### config.mk
export PLATFORM = sky130hd
export DESIGN_NAME = lmqs_front
export DESIGN_NICKNAME = d
export VERILOG_FILES = /design/src/sv/lmqs_pkg.sv /design/src/sv/lmqs_front.sv
export SDC_FILE = /design/constraint.sdc
export NUM_CORES = 1
export LEC_CHECK = 0
export ABC_AREA = 1
export ABC_CLOCK_PERIOD_IN_PS = 2200
export BUFFER_PORTS_ARGS = -buffer_cell sky130_fd_sc_hd__buf_2
export CELL_PAD_IN_SITES_DETAIL_PLACEMENT = 0
export CELL_PAD_IN_SITES_GLOBAL_PLACEMENT = 1
export CORE_ASPECT_RATIO = 1.4
export CORE_MARGIN = 4
export CORE_UTILIZATION = 33
export DETAILED_ROUTE_END_ITERATION = 16
export PLACE_DENSITY_LB_ADDON = 0.12
export SLEW_MARGIN = 20
export SYNTH_ARGS = -nofsm -noshare
export SYNTH_HDL_FRONTEND = slang
export SYNTH_SLANG_ARGS = --single-unit
### constraint.sdc
create_clock -name clk -period 2.2 [get_ports clk]
set_clock_uncertainty 0.05 [all_clocks]
set_input_delay 0 -clock clk [delete_from_list [all_inputs] [get_ports clk]]
set_output_delay 0 -clock clk [all_outputs]
set_load 0.005 [all_outputs]
### src/sv/lmqs_pkg.sv
`timescale 1ns / 1ps

package lmqs_pkg;

  // Fixed panel geometry
  localparam int BUFFER_ROWS     = 64;
  localparam int SCAN_ROW_COUNT  = 4;
  localparam int BAND_ROWS       = 16;
  localparam int DEF_WIDTH_BYTES = 8;
  localparam int CMD_COL_W       = 5;   // holds a column index for widths up to 32 bytes

  // Register indexes
  localparam logic [1:0] REG_WIDTH_BYTES = 2'd0;
  localparam logic [1:0] REG_ON_TICKS    = 2'd1;
  localparam logic [1:0] REG_OFF_TICKS   = 2'd2;

  // Register reset values
  localparam logic [3:0] RST_WIDTH_BYTES = 4'd8;
  localparam logic [7:0] RST_ON_TICKS    = 8'd2;
  localparam logic [7:0] RST_OFF_TICKS   = 8'd3;

  // Operation codes
  localparam logic OP_WRITE = 1'b0;
  localparam logic OP_TICK  = 1'b1;

  typedef enum logic [1:0] {
    PH_SHIFT,
    PH_LATCH,
    PH_ON,
    PH_OFF
  } lmqs_phase_t;

  typedef struct packed {
    logic       operation;
    logic [5:0] buffer_row;
    logic [2:0] column_byte;
    logic [7:0] red_byte;
    logic [7:0] green_byte;
  } lmqs_in_t;

  typedef struct packed {
    logic [3:0] red_lines;
    logic [3:0] green_lines;
    logic       shift_clock;
    logic [1:0] row_address;
    logic       latch_pulse;
    logic       output_enable;
  } lmqs_out_t;

  // Classified word passed from the sequencer to the buffer side
  typedef struct packed {
    logic                 is_tick;
    logic                 wr_en;       // write with an in-range column
    logic [5:0]           row;         // write row, or band-relative read row in [3:0]
    logic [CMD_COL_W-1:0] col;
    logic [7:0]           red;
    logic [7:0]           green;
    logic                 shift;
    logic                 latch;
    logic                 oe;
    logic [1:0]           row_addr;
    logic [2:0]           bit_idx;
  } lmqs_cmd_t;

endpackage

### src/sv/lmqs_front.sv
`timescale 1ns / 1ps

module lmqs_front import lmqs_pkg::*; #(
  parameter int MAX_WIDTH_BYTES = DEF_WIDTH_BYTES
) (
  input  logic       clk,
  input  logic       rst,
  input  logic       cfg_write_en,
  input  logic [1:0] cfg_index,
  input  logic [7:0] cfg_data,
  input  logic       accept,
  input  lmqs_in_t   req,
  output lmqs_cmd_t  cmd
);

  localparam int COL_W = (MAX_WIDTH_BYTES > 1) ? $clog2(MAX_WIDTH_BYTES) : 1;
  localparam int EW_W  = (COL_W + 1 > 4) ? COL_W + 1 : 4;
  localparam logic [EW_W-1:0] MAX_W = EW_W'(MAX_WIDTH_BYTES);

  logic [3:0] width_bytes;
  logic [7:0] on_ticks;
  logic [7:0] off_ticks;

  lmqs_phase_t      phase, phase_next;
  logic [1:0]       scan_row, scan_row_next;
  logic [COL_W-1:0] column_count, column_count_next;
  logic [1:0]       group_count, group_count_next;
  logic [2:0]       bit_count, bit_count_next;
  logic [7:0]       phase_timer, phase_timer_next;

  logic [EW_W-1:0] width_ext, eff_width;
  logic            col_last, on_done, off_done;

  always_ff @(posedge clk) begin
    if (rst) begin
      width_bytes <= RST_WIDTH_BYTES;
      on_ticks    <= RST_ON_TICKS;
      off_ticks   <= RST_OFF_TICKS;
    end else if (cfg_write_en) begin
      case (cfg_index)
        REG_WIDTH_BYTES: width_bytes <= cfg_data[3:0];
        REG_ON_TICKS:    on_ticks    <= cfg_data;
        REG_OFF_TICKS:   off_ticks   <= cfg_data;
        default: ;
      endcase
    end
  end

  // Width clamp: zero acts as one, oversize acts as the buffer width
  always_comb begin
    width_ext = EW_W'(width_bytes);
    if (width_ext == '0)        eff_width = EW_W'(1);
    else if (width_ext > MAX_W) eff_width = MAX_W;
    else                        eff_width = width_ext;
  end

  assign col_last = (EW_W'(column_count) + EW_W'(1)) >= eff_width;
  assign on_done  = ({1'b0, phase_timer} + 9'd1) >= {1'b0, on_ticks};
  assign off_done = ({1'b0, phase_timer} + 9'd1) >= {1'b0, off_ticks};

  always_ff @(posedge clk) begin
    if (rst) begin
      phase        <= PH_SHIFT;
      scan_row     <= '0;
      column_count <= '0;
      group_count  <= '0;
      bit_count    <= '0;
      phase_timer  <= '0;
    end else if (accept && req.operation == OP_TICK) begin
      phase        <= phase_next;
      scan_row     <= scan_row_next;
      column_count <= column_count_next;
      group_count  <= group_count_next;
      bit_count    <= bit_count_next;
      phase_timer  <= phase_timer_next;
    end
  end

  always_comb begin
    phase_next        = phase;
    scan_row_next     = scan_row;
    column_count_next = column_count;
    group_count_next  = group_count;
    bit_count_next    = bit_count;
    phase_timer_next  = phase_timer;

    cmd          = '0;
    cmd.is_tick  = (req.operation == OP_TICK);
    cmd.row_addr = scan_row;
    cmd.bit_idx  = bit_count;
    cmd.red      = req.red_byte;
    cmd.green    = req.green_byte;

    if (req.operation == OP_WRITE) begin
      cmd.wr_en = (int'(req.column_byte) < MAX_WIDTH_BYTES);
      cmd.row   = req.buffer_row;
      cmd.col   = CMD_COL_W'(req.column_byte);
    end else begin
      case (phase)
        PH_SHIFT: begin
          cmd.shift = 1'b1;
          // group offset 12 - 4*g is {~g, 2'b00}
          cmd.row   = {2'b00, ~group_count, scan_row};
          cmd.col   = CMD_COL_W'(column_count);
          bit_count_next = bit_count + 3'd1;
          if (bit_count == 3'd7) begin
            group_count_next = group_count + 2'd1;
            if (group_count == 2'd3) begin
              if (col_last) begin
                column_count_next = '0;
                phase_next        = PH_LATCH;
              end else begin
                column_count_next = column_count + COL_W'(1);
              end
            end
          end
        end
        PH_LATCH: begin
          cmd.latch        = 1'b1;
          phase_next       = PH_ON;
          phase_timer_next = '0;
        end
        PH_ON: begin
          cmd.oe = 1'b1;
          if (on_done) begin
            phase_timer_next = '0;
            if (off_ticks == '0) begin
              phase_next    = PH_SHIFT;
              scan_row_next = scan_row + 2'd1;
            end else begin
              phase_next = PH_OFF;
            end
          end else begin
            phase_timer_next = phase_timer + 8'd1;
          end
        end
        default: begin
          if (off_done) begin
            phase_next       = PH_SHIFT;
            scan_row_next    = scan_row + 2'd1;
            phase_timer_next = '0;
          end else begin
            phase_timer_next = phase_timer + 8'd1;
          end
        end
      endcase
    end
  end

endmodule

==> flow_metrics.py <==
metrics = {
    "run_status": {
        "status": "finished with violations",
        "violations": "setup timing",
    },
    "global_routing": {
        "grt_pass1_vias": 2442,
        "overflow": 0,
        "grt_max_degree": 27,
        "grt_util_all_layers_pct": 14.4,
        "antenna_found_initial": 0,
        "grt_pass1_wl_mm": 11.3,
    },
    "drt": {
        "wl_per_cell_um": 12.4,
        "ant_nets": 0,
        "viasPerCell": 4.70,
        "first_pass_iters": 4,
        "drc": 0,
        "num_vias": 2478,
        "wirelength_mm": 6.51,
        "drt_iter0_drc": 79,
    },
    "worst_setup_path": {
        "regToRegSetupSlack_ps": -60,
        "crit_end": "phase_timer[6]",
        "crit_type": "reg2reg",
        "rr_startpoint": "phase_timer[0]",
        "crit_fanout": 3,
        "worst_setup_path_start_kind": "register",
        "startpoint": "phase_timer[0]",
        "r2r-end": "phase_timer[6]",
        "cp.arrival_ps": 2450,
        "ff2ff_path_depth": 16,
        "critPathRequiredTime_ps": 2390,
        "cp-end-kind": "register",
    },
    "cells_and_area": {
        "stdcell_count": 527,
        "antenna_cells": 0,
        "num-fill-cells": 829,
        "multi_input_area_mm2": 0.00167,
        "syn_to_final_growth_pct": 34.6,
        "layout-drive-gt1-share_pct": 27.4,
        "seq_area_um2": 808,
        "fin_nets": 495,
    },
    "floorplan": {
        "pin_count": 77,
        "die_h_um": 114,
        "rows": 38,
        "coreArea_mm2": 0.00775,
        "die_area_mm2": 0.00947,
        "initial_core_util_pct": 33.9,
        "chipWidth_um": 83.4,
    },
    "clocking": {
        "cts-htree-levels": 2,
        "clk_path_buf_depth": 2,
        "clock-root-buffer": "clkbuf_8",
        "cts_sinks": 40,
        "insertion_delay_ps": 300,
        "cts_tree": "built",
        "cts_buffers": 5,
        "clkTransAtPathRegs_ps": 90,
    },
    "yosys": {
        "yosysSeqAreaShare_pct": 30.5,
        "netlist_area_mm2": 0.00263,
        "ys.warnings.count": 0,
        "synth_seq_cells": 40,
        "netlist_instances": 357,
        "synth_edf_count": 0,
        "synth.avg_cell_area_um2": 7.36,
        "synth.distinct_cells": 30,
        "postSynth.asyncResetShare_pct": 0,
        "synth_ff_type": "dfxtp_1",
    },
    "sta": {
        "fmax_mhz": 442,
        "hold_viol": 0,
        "fin_crit_ps": 2260,
        "worst_slew_pin_slew_ps": 698,
        "slew_violations": 0,
        "setup_viol": 11,
        "rsz0062_at_grt": "true",
        "slew_headroom_pct": 53.4,
        "setup_slack_ps": -64.9,
        "tns_ps": -324,
        "finalCritPeriodShare_pct": 103,
    },
    "power_and_ir_drop": {
        "p_leak_nw": 1.62,
        "ir_drop_v": 0.000381,
        "powerDensity_mw_per_mm2": 448,
        "totalPowerFinal_mw": 1.58,
    },
    "placement": {
        "hpwl_mm": 4.85,
        "io_buffers": 42,
        "gp_congestion": 0.839,
        "dp.cells": 487,
    },
    "job": {
        "drv_cap": 0,
    },
    "min_path": {
        "hp-start": "cfg_index[1]",
        "min_path_type": "in2reg",
    },
}
==> registers in the layout (all words and copies together) (netlist names) <==
| signal | cells |
|---|---|
| width_bytes | 4 |
| phase | 2 |
| bit_count | 3 |
| on_ticks | 8 |
| scan_row | 2 |
| column_count | 3 |
| group_count | 2 |
| off_ticks | 8 |
| phase_timer | 8 |
==> per-stage QoR <==
stage | worst slack, ps | utilization [%] | cell area, um2 | hold WS, ps
floorplan | 45.7 | - | 2630 | -18.9
global placement | -217 | 37.4 | 2900 | -50.0
detailed placement | -240 | 37.4 | 2900 | -50.0
CTS | -71.7 | 43.8 | 3400 | 5.12
global route | -241 | 45.6 | 3540 | 41.1
finish | -64.9 | 45.6 | 3540 | 14.6
==> how the worst min path moves through the flow <==
stage / end / slack [ps] / cells after the start
after detailed placement: cmd[14] / -50 / 0
final: on_ticks[1] / 10 / 3
after global routing: on_ticks[1] / 40 / 4
after floorplan: cmd[33] / -20 / 1
after global placement: cmd[14] / -50 / 0
after CTS: on_ticks[1] / 5 / 3
==> final cells by class <==
type | instances | area share (%)
clock buffer | 6 | 2.05
sequential | 40 | 22.9
clock inverter | 2 | 0.990
multi-input combinational | 237 | 47.1
tap | 100 | 3.54
inverter | 57 | 6.05
timing repair buffer | 85 | 17.4
==> power by group <==
| part | switching, mW | internal [mW] | leakage (nW) | total [mW] |
|---|---|---|---|---|
| Clock | 0.281 | 0.337 | 0.0552 | 0.618 |
| Combinational | 0.112 | 0.0999 | 1.24 | 0.212 |
| Sequential | 0.00923 | 0.745 | 0.328 | 0.754 |
| Total | 0.402 | 1.18 | 1.62 | 1.58 |
==> logic make-up after synthesis <==
kind of cell | share of synthesized area, %
flip-flops | 30.5
XOR/XNOR | 2.67
adder cells (fa/ha/maj) | 13.8
other | 0.143
buffers and inverters | 14.3
AND/OR/NAND/NOR | 23.2
AO/OA/AOI/OAI | 15.4
==> what timing repair did <==
| action | in CTS | in global routing |
|---|---|---|
| endpoints found under the setup margin | 12 | 12 |
| hold endpoints to repair | 34 | 0 |
| pin swaps | 23 | 14 |
| cloned | 0 | 0 |
| resized for setup | 26 | 21 |
| hold buffers | 24 | 0 |
| buffers inserted | 2 | 6 |
==> routing by layer <==
metal / up-vias / global-route usage [%] / routed length (um)
met3: 7 / 3.40 / 352
met2: 62 / 26.3 / 3260
met1: 1131 / 16.4 / 2810
met5: - / 0 / 0
met4: 0 / 4.61 / 86
li1: 1278 / - / -
==> cells in the mapped netlist, types with 4 or more instances <==
master / number / area, um2
inv_1: 56 / 210
nand2_1: 54 / 203
dfxtp_1: 40 / 801
a21oi_1: 31 / 155
nor2_1: 30 / 113
ha_1: 29 / 363
o21ai_0: 28 / 140
buf_4: 19 / 143
nand3_1: 12 / 60.1
nand4_1: 11 / 68.8
xor2_1: 6 / 52.6
clkbuf_1: 5 / 18.8
nor3_1: 4 / 20.0
o211ai_1: 4 / 30.0
==> placed cells by master, fill, tap and decap left out, types with 5 or more instances in the layout <==
cell,Yosys,routed
o21ai_0,28,28
a21oi_2,2,5
buf_2,0,42
dlygate4sd3_1,0,24
ha_1,29,24
nand3_1,12,9
nand2_2,3,10
buf_4,19,15
nand2_1,54,45
dfxtp_1,40,36
inv_1,56,53
nor2_1,30,30
a21oi_1,31,27
nand4_1,11,11
clkbuf_8,0,5
==> critical path, cell delays in order (launching register included) <==
cell and delay [ps]:
dfxtp_2 360, buf_6 120, nand3_4 80, nor3b_4 240, xnor2_1 150, inv_1 90, ha_1 280, nand2_1 60
inv_1 30, nand2_1 60, nand2_2 50, nand2_2 90, nand2_4 60, nand2_2 70, buf_4 120, nand4_1 120
a21oi_1 160
Note: power is estimated with default switching activity, not from simulation.
