$ cat config.mk
export PLATFORM = sky130hd
export DESIGN_NAME = lmqs_queue
export DESIGN_NICKNAME = d
export VERILOG_FILES = /design/src/sv/lmqs_pkg.sv /design/src/sv/lmqs_queue.sv
export SDC_FILE = /design/constraint.sdc
export NUM_CORES = 1
export LEC_CHECK = 0
export BUFFER_PORTS_ARGS = -buffer_cell sky130_fd_sc_hd__buf_2
export CAP_MARGIN = 20
export CORE_MARGIN = 3
export CORE_UTILIZATION = 55
export CTS_BUF_LIST = sky130_fd_sc_hd__clkbuf_16
export DETAILED_ROUTE_END_ITERATION = 7
export PLACE_DENSITY = 0.92
export SLEW_MARGIN = 20
export SYNTH_ARGS = -nofsm -noshare
export SYNTH_HDL_FRONTEND = slang
export SYNTH_SLANG_ARGS = --single-unit
$ cat constraint.sdc
create_clock -name clk -period 6.2 [get_ports clk]
set_input_delay 0.93 -clock clk [delete_from_list [all_inputs] [get_ports clk]]
set_output_delay 0.93 -clock clk [all_outputs]
set_load 0.03 [all_outputs]
$ cat src/sv/lmqs_pkg.sv
`timescale 1ns / 1ps

package lmqs_pkg;

  // Fixed panel geometry
  localparam int BUFFER_ROWS     = 64;
  localparam int SCAN_ROW_COUNT  = 4;
  localparam int BAND_ROWS       = 16;
  localparam int DEF_WIDTH_BYTES = 8;
  localparam int CMD_COL_W       = 5;   // holds a column index for widths up to 32 bytes

  // Register indexes
  localparam logic [1:0] REG_WIDTH_BYTES = 2'd0;
  localparam logic [1:0] REG_ON_TICKS    = 2'd1;
  localparam logic [1:0] REG_OFF_TICKS   = 2'd2;

  // Register reset values
  localparam logic [3:0] RST_WIDTH_BYTES = 4'd8;
  localparam logic [7:0] RST_ON_TICKS    = 8'd2;
  localparam logic [7:0] RST_OFF_TICKS   = 8'd3;

  // Operation codes
  localparam logic OP_WRITE = 1'b0;
  localparam logic OP_TICK  = 1'b1;

  typedef enum logic [1:0] {
    PH_SHIFT,
    PH_LATCH,
    PH_ON,
    PH_OFF
  } lmqs_phase_t;

  typedef struct packed {
    logic       operation;
    logic [5:0] buffer_row;
    logic [2:0] column_byte;
    logic [7:0] red_byte;
    logic [7:0] green_byte;
  } lmqs_in_t;

  typedef struct packed {
    logic [3:0] red_lines;
    logic [3:0] green_lines;
    logic       shift_clock;
    logic [1:0] row_address;
    logic       latch_pulse;
    logic       output_enable;
  } lmqs_out_t;

  // Classified word passed from the sequencer to the buffer side
  typedef struct packed {
    logic                 is_tick;
    logic                 wr_en;       // write with an in-range column
    logic [5:0]           row;         // write row, or band-relative read row in [3:0]
    logic [CMD_COL_W-1:0] col;
    logic [7:0]           red;
    logic [7:0]           green;
    logic                 shift;
    logic                 latch;
    logic                 oe;
    logic [1:0]           row_addr;
    logic [2:0]           bit_idx;
  } lmqs_cmd_t;

endpackage

$ cat src/sv/lmqs_queue.sv
`timescale 1ns / 1ps

module lmqs_queue import lmqs_pkg::*; (
  input  logic      clk,
  input  logic      rst,
  input  logic      push,
  input  lmqs_cmd_t push_cmd,
  output logic      full,
  input  logic      pop,
  output logic      head_valid,
  output lmqs_cmd_t head
);

  lmqs_cmd_t  slots [2];
  logic       wr_ptr, rd_ptr;
  logic [1:0] count;

  assign full       = (count == 2'd2);
  assign head_valid = (count != 2'd0);
  assign head       = slots[rd_ptr];

  always_ff @(posedge clk) begin
    if (push) slots[wr_ptr] <= push_cmd;
  end

  always_ff @(posedge clk) begin
    if (rst) begin
      wr_ptr <= 1'b0;
      rd_ptr <= 1'b0;
      count  <= 2'd0;
    end else begin
      if (push) wr_ptr <= ~wr_ptr;
      if (pop)  rd_ptr <= ~rd_ptr;
      case ({push, pop})
        2'b10:   count <= count + 2'd1;
        2'b01:   count <= count - 2'd1;
        default: count <= count;
      endcase
    end
  end

endmodule

==> reports/qor.csv, run 1 <==
metric;value;unit
status;complete, no violations;
number of synthesized flops with an enable pin;74;
first-pass GRT wire length;7960;um
Initial Utilization;58.9;%
worst skew pair latency;320;ps
sequential share of the synthesized area;80.8;%
cts bufs inserted;9;
DRT iter0 DRCs;109;
area of the die;6130;um^2
post-synthesis simple-gate area fraction;1.61;%
DRC violations left;0;
ys async rst share;0;%
unrepaired setup endpoints after global routing;no;
final WL;4850;um
Syn Std Cell Area;2870;um^2
# diodes;0;
row cnt;25;
die width;78.3;um
power per cell area;355;nW/um^2
share of layout cells above drive strength 1;59.2;%
Post-Route Utilization;74.5;%
Core Area;4880;um^2
adder-cell area share of the yosys netlist;0.435;%
TritonCTS clock tree;built;
gr ovfl total;0;
cts repair resizes;0;
Slew @ Worst Pin;890;ps
Clock Root Buffer;clkbuf_16;
Post-CTS Setup Bufs;0;
Crit. End Element;primary output;
Leak;1.39;nW
Initial DRT Pass Iterations;4;
Max Slew Vio Count;0;
antenna violations before repair;0;
worst-path fanout max;37;
Peak supply drop;0.286;mV
largest family of logic cells by synthesized area;multiplexers;
area grow syn2layout;26.4;%
critical setup path kind;flop to primary output;
Final #Nets;266;
GR Util All Layers;17.8;%
I/O Buffers;79;
#FFs+latches synth;79;
unique cell type count in the Yosys netlist;16;
post-route minimum period;2760;ps
H-tree depth;3;
Req. time, crit path;5270;ps
relative slew slack;40.7;%
GPL Wtd Cong;0.673;
Synth Area in XOR/XNOR;1.22;%
Avg Inst Size Synth;21.0;um^2
cts hold-fix bufs;0;
Worst-path clk slew;50;ps
complex-gate fraction of the synthesized area;0.348;%
Fin Clk Skew;2.79;ps
largest net degree at the start of global routing;38;
setup violators final;0;
Max Clk Rate;362;MHz
Hold Crit Class;flop to flop;
Critical Path Start Type;flop;
antenna-violating nets left;0;
CP arrival;1830;ps
number of global-route vias before repair;1626;
setup_tns;0;ps
clock tree sinks;79;
dpl hpwl;3040;um
period utilization;44.6;%
max cap viols;0;
wire length per cell;16.4;um
Vias;1515;
I/O pin count;80;
post-synthesis cell count;137;
Die Height;78.3;um
filler cell count;312;
warnings from Yosys;0;
final hold vios;0;
CTS max path bufs;2;
mux share of post-synthesis cell area;14.5;%
Primary FF master, synth;edfxtp_1;
Via-to-Cell Ratio;5.14;
syn_nets;179;
-- layer usage --
metal / share of wire [%] / track usage [%]
met1: 41 / 21.7
met2: 50 / 27.7
met5: 0 / 0
met3: 7.0 / 6.88
met4: 2.4 / 8.92
-- worst paths after layout --
kind,slack [ps],end,cells after the start,startpoint
setup / recovery,3440,head[5],2,flop
hold / removal,520,count[1],2,count[1]
setup reg to reg,4630,slots[1][34],1,wr_ptr
hold reg to reg,520,count[1],2,count[1]
-- synth_stat cells (3+ instances only) --
cell	n	share of area, %
xnor2_1	3	0.91
dfxtp_1	5	3.5
mux2_2	37	14
buf_4	3	0.78
nor2_1	5	0.65
edfxtp_1	74	77
-- worst max-delay path, cell delays in order (launching register included) --
cell     delay (ps)
dfxtp_2         900
mux2_2          430
buf_2           180
-- where the power goes --
group | switching [W] | internal, W | total (W)
Sequential | 0.0000185 | 0.000622 | 0.000640
Combinational | 0.000102 | 0.0000631 | 0.000165
Clock | 0.000182 | 0.000304 | 0.000486
-- state kept, by name (all words and copies together), names as in the netlist, named ones only --
name and flops:
slots 74, rd_ptr 1, wr_ptr 1, count 2
-- placed cells by master, fill, tap and decap left out, types with 2 or more instances in the layout --
| cell type | synthesis | final |
|---|---|---|
| mux2_2 | 37 | 37 |
| clkinv_2 | 0 | 3 |
| clkbuf_16 | 0 | 9 |
| edfxtp_1 | 74 | 74 |
| buf_2 | 1 | 79 |
| nor2_1 | 5 | 4 |
| clkinv_1 | 0 | 2 |
| xnor2_1 | 3 | 3 |
| dfxtp_1 | 5 | 4 |
-- per-stage QoR --
stage	instances	total power [W]	setup slack (ps)	hold WS, ps	area [um^2]
floorplan	137	0.000762	3220	456	2870
global placement	279	0.000811	3750	479	3340
CTS	294	0.00130	3410	520	3610
global route	295	0.00134	3320	537	3630
detailed placement	279	0.000815	3770	507	3340
finish	295	0.00129	3440	518	3630
-- logic make-up after synthesis --
logic type / Yosys count
DFF: 79
muxes: 37
and+or+nand+nor: 9
buffers and inverters: 5
xor gates and xnor gates: 4
AOI/OAI and AO/OA: 2
adders and majority gates: 1
-- area by class of cell --
cell class / count / area, um^2 / area share (%)
Clock buffer: 9 / 225 / 6.20
Clock inverter: 6 / 52.6 / 1.45
Inverter: 1 / 3.75 / 0.103
Multi-Input combinational cell: 53 / 529 / 14.6
Sequential cell: 79 / 2320 / 63.9
Tap cell: 67 / 83.8 / 2.31
Timing Repair Buffer: 80 / 415 / 11.4
Note: power is estimated with default switching activity, not from simulation.
==> run 2: changes to the inputs <==
--- a/config.mk
+++ b/config.mk
@@ -8,10 +8,10 @@
 export BUFFER_PORTS_ARGS = -buffer_cell sky130_fd_sc_hd__buf_2
 export CAP_MARGIN = 20
 export CORE_MARGIN = 3
-export CORE_UTILIZATION = 55
+export CORE_UTILIZATION = 51
 export CTS_BUF_LIST = sky130_fd_sc_hd__clkbuf_16
 export DETAILED_ROUTE_END_ITERATION = 7
-export PLACE_DENSITY = 0.92
+export PLACE_DENSITY = 0.87
 export SLEW_MARGIN = 20
 export SYNTH_ARGS = -nofsm -noshare
 export SYNTH_HDL_FRONTEND = slang
==> constraint.sdc (replaced) <==
create_clock -name clk -period 2.74 [get_ports clk]
set_input_delay 0.411 -clock clk [delete_from_list [all_inputs] [get_ports clk]]
set_output_delay 0.411 -clock clk [all_outputs]
set_load 0.03 [all_outputs]
==> run 2 against run 1 <==
Against the previous run: routed wire length shrank 3.2%; largest cell class unchanged; power rose by 120%; non-clock buffer count up 1; global-route usage fell by 2.1 points; worst hold slack worse by 250 ps; sequential share of layout area up 0.24 points; flip-flop and latch count stayed put; sequential power up 130%.
==> reports/qor.csv, run 2 (synthesized netlist as in run 1, its figures left out) <==
metric;value;unit;change
setup_tns;0;ps;unchanged
area grow syn2layout;25.9;%;
final hold vios;0;;unchanged
fin worst setup slack;668;ps;-2770 ps
gr ovfl total;0;;unchanged
Worst-path clk slew;60;ps;about the same
I/O Buffers;79;;unchanged
Via-to-Cell Ratio;4.93;;-4.1%
GPL Wtd Cong;0.662;;-1.6%
Peak supply drop;0.491;mV;+71%
share of layout cells above drive strength 1;57.8;%;-1.4 points
Max Clk Rate;483;MHz;
cts bufs inserted;9;;unchanged
Initial Utilization;54.5;%;-4.4 points
Max Slew Vio Count;0;;unchanged
unrepaired setup endpoints after global routing;no;;
period utilization;75.6;%;
CTS max path bufs;2;;unchanged
relative slew slack;41.3;%;+0.66 points
most common cell after layout, fill and taps aside;buf_2;;
dpl hpwl;3120;um;+2.6%
Hold Crit Class;input port to flop;;
Clock Root Buffer;clkbuf_16;;
Core Area;5270;um^2;+8.0%
cts hold-fix bufs;0;;unchanged
I/O pin count;80;;unchanged
Fin Clk Skew;5.05;ps;+2.25 ps
Vias;1478;;-2.4%
row cnt;26;;+4.0%
Crit. End Element;primary output;;
die width;81.1;um;+3.6%
pre-CTS WS;988;ps;-2780 ps
DRC violations left;0;;unchanged
number of flip-flops in the largest register;74;;unchanged
Slew @ Worst Pin;880;ps;-9.89 ps
commonest cells after routing, fill and taps aside;79 x buf_2, 74 x edfxtp_1, 37 x mux2_2, 9 x clkbuf_16, 5 x inv_1;;
final instance area;3620;um^2;-0.38%
Die Height;81.1;um;+3.6%
Critical Path Start Type;flop;;
Initial DRT Pass Iterations;4;;unchanged
max cap viols;0;;unchanged
Req. time, crit path;2330;ps;-2940 ps
number of global-route vias before repair;1524;;-6.3%
clock tree sinks;79;;unchanged
CP arrival;1660;ps;-170 ps
wire length per cell;15.6;um;-4.8%
setup violators final;0;;unchanged
RR Endpoint;slots[1][13];;
Final #Nets;267;;+0.38%
antenna violations before repair;0;;unchanged
hold-critical path depth;1;;-1
first-pass GRT wire length;7280;um;-8.6%
worst setup path end;head[31];;
worst skew pair latency;320;ps;about the same
cts repair resizes;0;;unchanged
largest net degree at the start of global routing;38;;unchanged
H-tree depth;3;;unchanged
Leak;1.39;nW;+0.29%
worst-path fanout max;24;;-35%
GR Util All Layers;15.6;%;-2.1 points
placed cell area;3370;um^2;+0.94%
worst r2r path cells;1;;unchanged
post-route minimum period;2070;ps;
DRT iter0 DRCs;73;;-33%
Post-CTS Setup Bufs;0;;unchanged
filler cell count;363;;+16%
status;complete, no violations;;
FF-to-FF setup slack;1180;ps;-3450 ps
# diodes;0;;unchanged
final WL;4690;um;-3.2%
TritonCTS clock tree;built;;
power per cell area;778;nW/um^2;+120%
area of the die;6570;um^2;+7.2%
antenna-violating nets left;0;;unchanged
WHS;272;ps;-246 ps
RR Startpoint;wr_ptr;;
critical setup path kind;flop to primary output;;
Regs by FF count;slots (74), count (2);;
Top reg by flops;slots;;
run 2: changes by cell type in the layout (fill, tap and decap cells not counted):
| cell | change |
|---|---|
| inv_1 | +4 |
| clkinv_2 | -2 |
| buf_4 | +1 |
| bufinv_16 | -1 |
run 2: stage by stage:
stage / util (%) / cells / total power (W)
final: 68.7 / 300 / 0.00282
after global routing: 68.7 / 300 / 0.00293
after CTS: 68.7 / 300 / 0.00284
after detailed placement: 63.9 / 284 / 0.00185
after global placement: 63.9 / 284 / 0.00184
after floorplan: - / 137 / 0.00172
run 2: worst min-delay path by stage:
stage                            start            to  slack (ps)
after floorplan               count[1]      count[1]         460
after global placement        count[1]      count[1]         480
after detailed placement      count[1]      count[1]         500
after CTS                 push_cmd[23]  slots[0][23]         270
after global routing      push_cmd[17]  slots[1][17]         260
final                     push_cmd[23]  slots[0][23]         270
run 2: layout make-up:
type / count / area [um^2] / area share (%)
clock inverters: 7 / 27.5 / 0.760
repair buffers: 81 / 423 / 11.7
multi-input cells: 53 / 529 / 14.6
well taps: 70 / 87.6 / 2.42
clock buffers: 9 / 225 / 6.22
flip-flops and latches: 79 / 2320 / 64.2
inverters: 1 / 3.75 / 0.104
run 2: worst max-delay path, stage by stage (launching register included):
cell	delay, ps
dfxtp_2	560
buf_12	240
mux2_2	360
buf_2	180
run 2: power by group:
group | total [W] | leakage (nW) | switching, W | internal [W]
combinational | 0.000386 | 0.516 | 0.000241 | 0.000145
clock | 0.000995 | 0.139 | 0.000404 | 0.000591
sequential | 0.00144 | 0.736 | 0.0000294 | 0.00141
run 2: metal layers:
layer	GRT usage [%]	vias up	share of wire (%)
met2	24.1	56	47
met1	19.0	703	44
met4	11.1	0	2.8
met3	4.32	10	6.9
li1	-	709	-
met5	0	-	0
==> run 3: changes to the inputs <==
--- a/config.mk
+++ b/config.mk
@@ -8,10 +8,10 @@
 export BUFFER_PORTS_ARGS = -buffer_cell sky130_fd_sc_hd__buf_2
 export CAP_MARGIN = 20
 export CORE_MARGIN = 3
-export CORE_UTILIZATION = 51
+export CORE_UTILIZATION = 46
 export CTS_BUF_LIST = sky130_fd_sc_hd__clkbuf_16
 export DETAILED_ROUTE_END_ITERATION = 7
-export PLACE_DENSITY = 0.87
+export PLACE_DENSITY = 0.83
 export SLEW_MARGIN = 20
 export SYNTH_ARGS = -nofsm -noshare
 export SYNTH_HDL_FRONTEND = slang
==> constraint.sdc (replaced) <==
create_clock -name clk -period 1.7 [get_ports clk]
set_input_delay 0.255 -clock clk [delete_from_list [all_inputs] [get_ports clk]]
set_output_delay 0.255 -clock clk [all_outputs]
set_load 0.03 [all_outputs]
==> run 3 against run 2 <==
Against the previous run: power grew 88%; sequential share of layout area is 2.7 points lower; via count up 3.0%; largest power group is now the clock network; utilization down 5.5 points; non-clock buffer count up 4; clock-buffer cell count unchanged; critical path depth stayed put; largest cell class unchanged; first-iteration DRC count up 40%; clock power up 130%.
==> reports/qor.csv, run 3 (synthesized netlist as in run 1, its figures left out) <==
metric;value;unit;change
status;complete, no violations;;
Hold Crit Start;push_cmd[21];;
Via-to-Cell Ratio;4.93;;about the same
Core Area;5990;um^2;+14%
worst skew pair latency;320;ps;about the same
commonest cells after routing, fill and taps aside;79 x buf_2, 74 x edfxtp_1, 37 x mux2_2, 9 x clkbuf_16;;
unrepaired setup endpoints after global routing;yes;;
register share of total power;43.6;%;-7.4 points
worst-path fanout max;21;;-13%
hold-critical path depth;1;;unchanged
I/O Buffers;79;;unchanged
gr ovfl total;0;;unchanged
Worst-path clk slew;60;ps;about the same
Initial Utilization;48.0;%;-6.6 points
CP arrival;1400;ps;-260 ps
number of flip-flops in the largest register;74;;unchanged
pre-CTS WS;316;ps;-673 ps
antenna-violating nets left;0;;unchanged
number of global-route vias before repair;1661;;+9.0%
Initial DRT Pass Iterations;5;;+1
clock network power share;44.1;%;+8.8 points
Post-Route Utilization;63.1;%;-5.5 points
Logic pwr share;12.3;%;-1.4 points
FF-to-FF setup slack;450;ps;-730 ps
Slew @ Worst Pin;388;ps;-492 ps
Final #Nets;271;;+1.5%
placed cell area;3400;um^2;+1.1%
Hold Crit Class;input port to flop;;
period utilization;97.1;%;
first-pass GRT wire length;8090;um;+11%
P_int;0.00410;W;+91%
largest net degree at the start of global routing;27;;-29%
fin worst setup slack;48.7;ps;-619 ps
Vias;1523;;+3.0%
I/O pin count;80;;unchanged
cts bufs inserted;9;;unchanged
most common cell after layout, fill and taps aside;buf_2;;
Die Height;85.0;um;+4.9%
DRC violations left;0;;unchanged
Peak supply drop;0.917;mV;+87%
filler cell count;427;;+18%
final hold vios;0;;unchanged
Fin Clk Skew;4.55;ps;-0.498 ps
clock tree sinks;79;;unchanged
area of the multi-input gates;529;um^2;unchanged
Post-CTS Setup Bufs;0;;unchanged
register area;2330;um^2;+0.11%
dpl hpwl;3410;um;+9.3%
Top reg by flops;slots;;
GPL Wtd Cong;0.699;;+5.6%
GR Util All Layers;15.0;%;-0.58 points
wire length per cell;16.4;um;+4.8%
area grow syn2layout;31.6;%;
Leak;1.45;nW;+4.0%
Max Slew Vio Count;0;;unchanged
max cap viols;0;;unchanged
antenna violations before repair;0;;unchanged
final WL;5070;um;+8.0%
area of the die;7230;um^2;+10%
cts hold-fix bufs;0;;unchanged
Max Clk Rate;606;MHz;
critical setup path kind;flop to primary output;;
Crit. End Element;primary output;;
Tot Pwr;0.00528;W;+88%
sw frac;22.4;%;-1.5 points
setup violators final;0;;unchanged
Req. time, crit path;1440;ps;-890 ps
P_sw;0.00119;W;+75%
Regs by FF count;slots (74), count (2);;
row cnt;28;;+7.7%
power per cell area;1400;nW/um^2;+79%
H-tree depth;3;;unchanged
worst r2r path cells;2;;+1
final instance area;3780;um^2;+4.5%
post-route minimum period;1650;ps;
Critical Path Start Type;flop;;
RR Endpoint;slots[1][3];;
TritonCTS clock tree;built;;
share of layout cells above drive strength 1;61.1;%;+3.3 points
Hold Path Sink;slots[1][21];;
die width;85.0;um;+4.9%
RR Startpoint;wr_ptr;;
# diodes;0;;unchanged
relative slew slack;74.2;%;+33 points
Clock Root Buffer;clkbuf_16;;
DRT iter0 DRCs;102;;+40%
CTS max path bufs;2;;unchanged
run 3: cell count changes in the layout (fill, tap and decap cells not counted), sizes merged:
cell,change
buf,+4
bufinv,+4
clkinv,-3
inv,-3
clkinvlp,+2
run 3: cell type report:
type                       instances  share of cell area [%]
clock buffer                       9                    5.95
clock inverter                     7                    3.80
inverter                           1                  0.0992
multi-input combinational         53                    14.0
sequential                        79                    61.5
tap                               75                    2.48
timing repair buffer              85                    12.2
run 3: worst max-delay path: stages, from the launching register on:
cell and delay (ps):
dfxtp_4 360, buf_12 170, mux2_2 360, buf_2 180
run 3: timing repair:
action / CTS / global route
endpoints found under the setup margin: 16 / 16
endpoints found under the hold margin: 0 / 0
gates resized for setup: 1 / 2
cloned: 0 / 0
run 3: metal layers:
metal	vias up	GRT usage, %	share of wire (%)
met5	-	0	0
met3	7	6.21	6.1
met1	750	16.6	40
li1	721	-	-
met4	0	5.61	1.0
met2	45	25.8	53
run 3: per-stage QoR:
| stage | hold WS (ps) | setup TNS [ps] | instances |
|---|---|---|---|
| floorplan | 324 | -573 | 137 |
| global placement | 443 | 0 | 293 |
| detailed placement | 448 | 0 | 293 |
| CTS | 99.9 | 0 | 309 |
| global route | 103 | -3.89 | 309 |
| finish | 115 | 0 | 309 |
run 3: power groups by stage:
stage                     clock network (W)  registers [W]  logic (W)
after global placement                    0        0.00234   0.000646
after CTS                           0.00237        0.00230   0.000661
after detailed placement                  0        0.00234   0.000655
final                               0.00233        0.00230   0.000651
after floorplan                           0        0.00233   0.000449
after global routing                0.00245        0.00231   0.000698
run 3: worst max-delay path by stage:
stage | from | end | slack, ps | depth (start not counted)
floorplan | wr_ptr | slots[0][0] | -20 | 1
global placement | flop | head[16] | 320 | 3
detailed placement | flop | head[16] | 320 | 3
CTS | flop | head[13] | 10 | 3
global route | flop | head[20] | -3 | 3
finish | flop | head[20] | 50 | 3
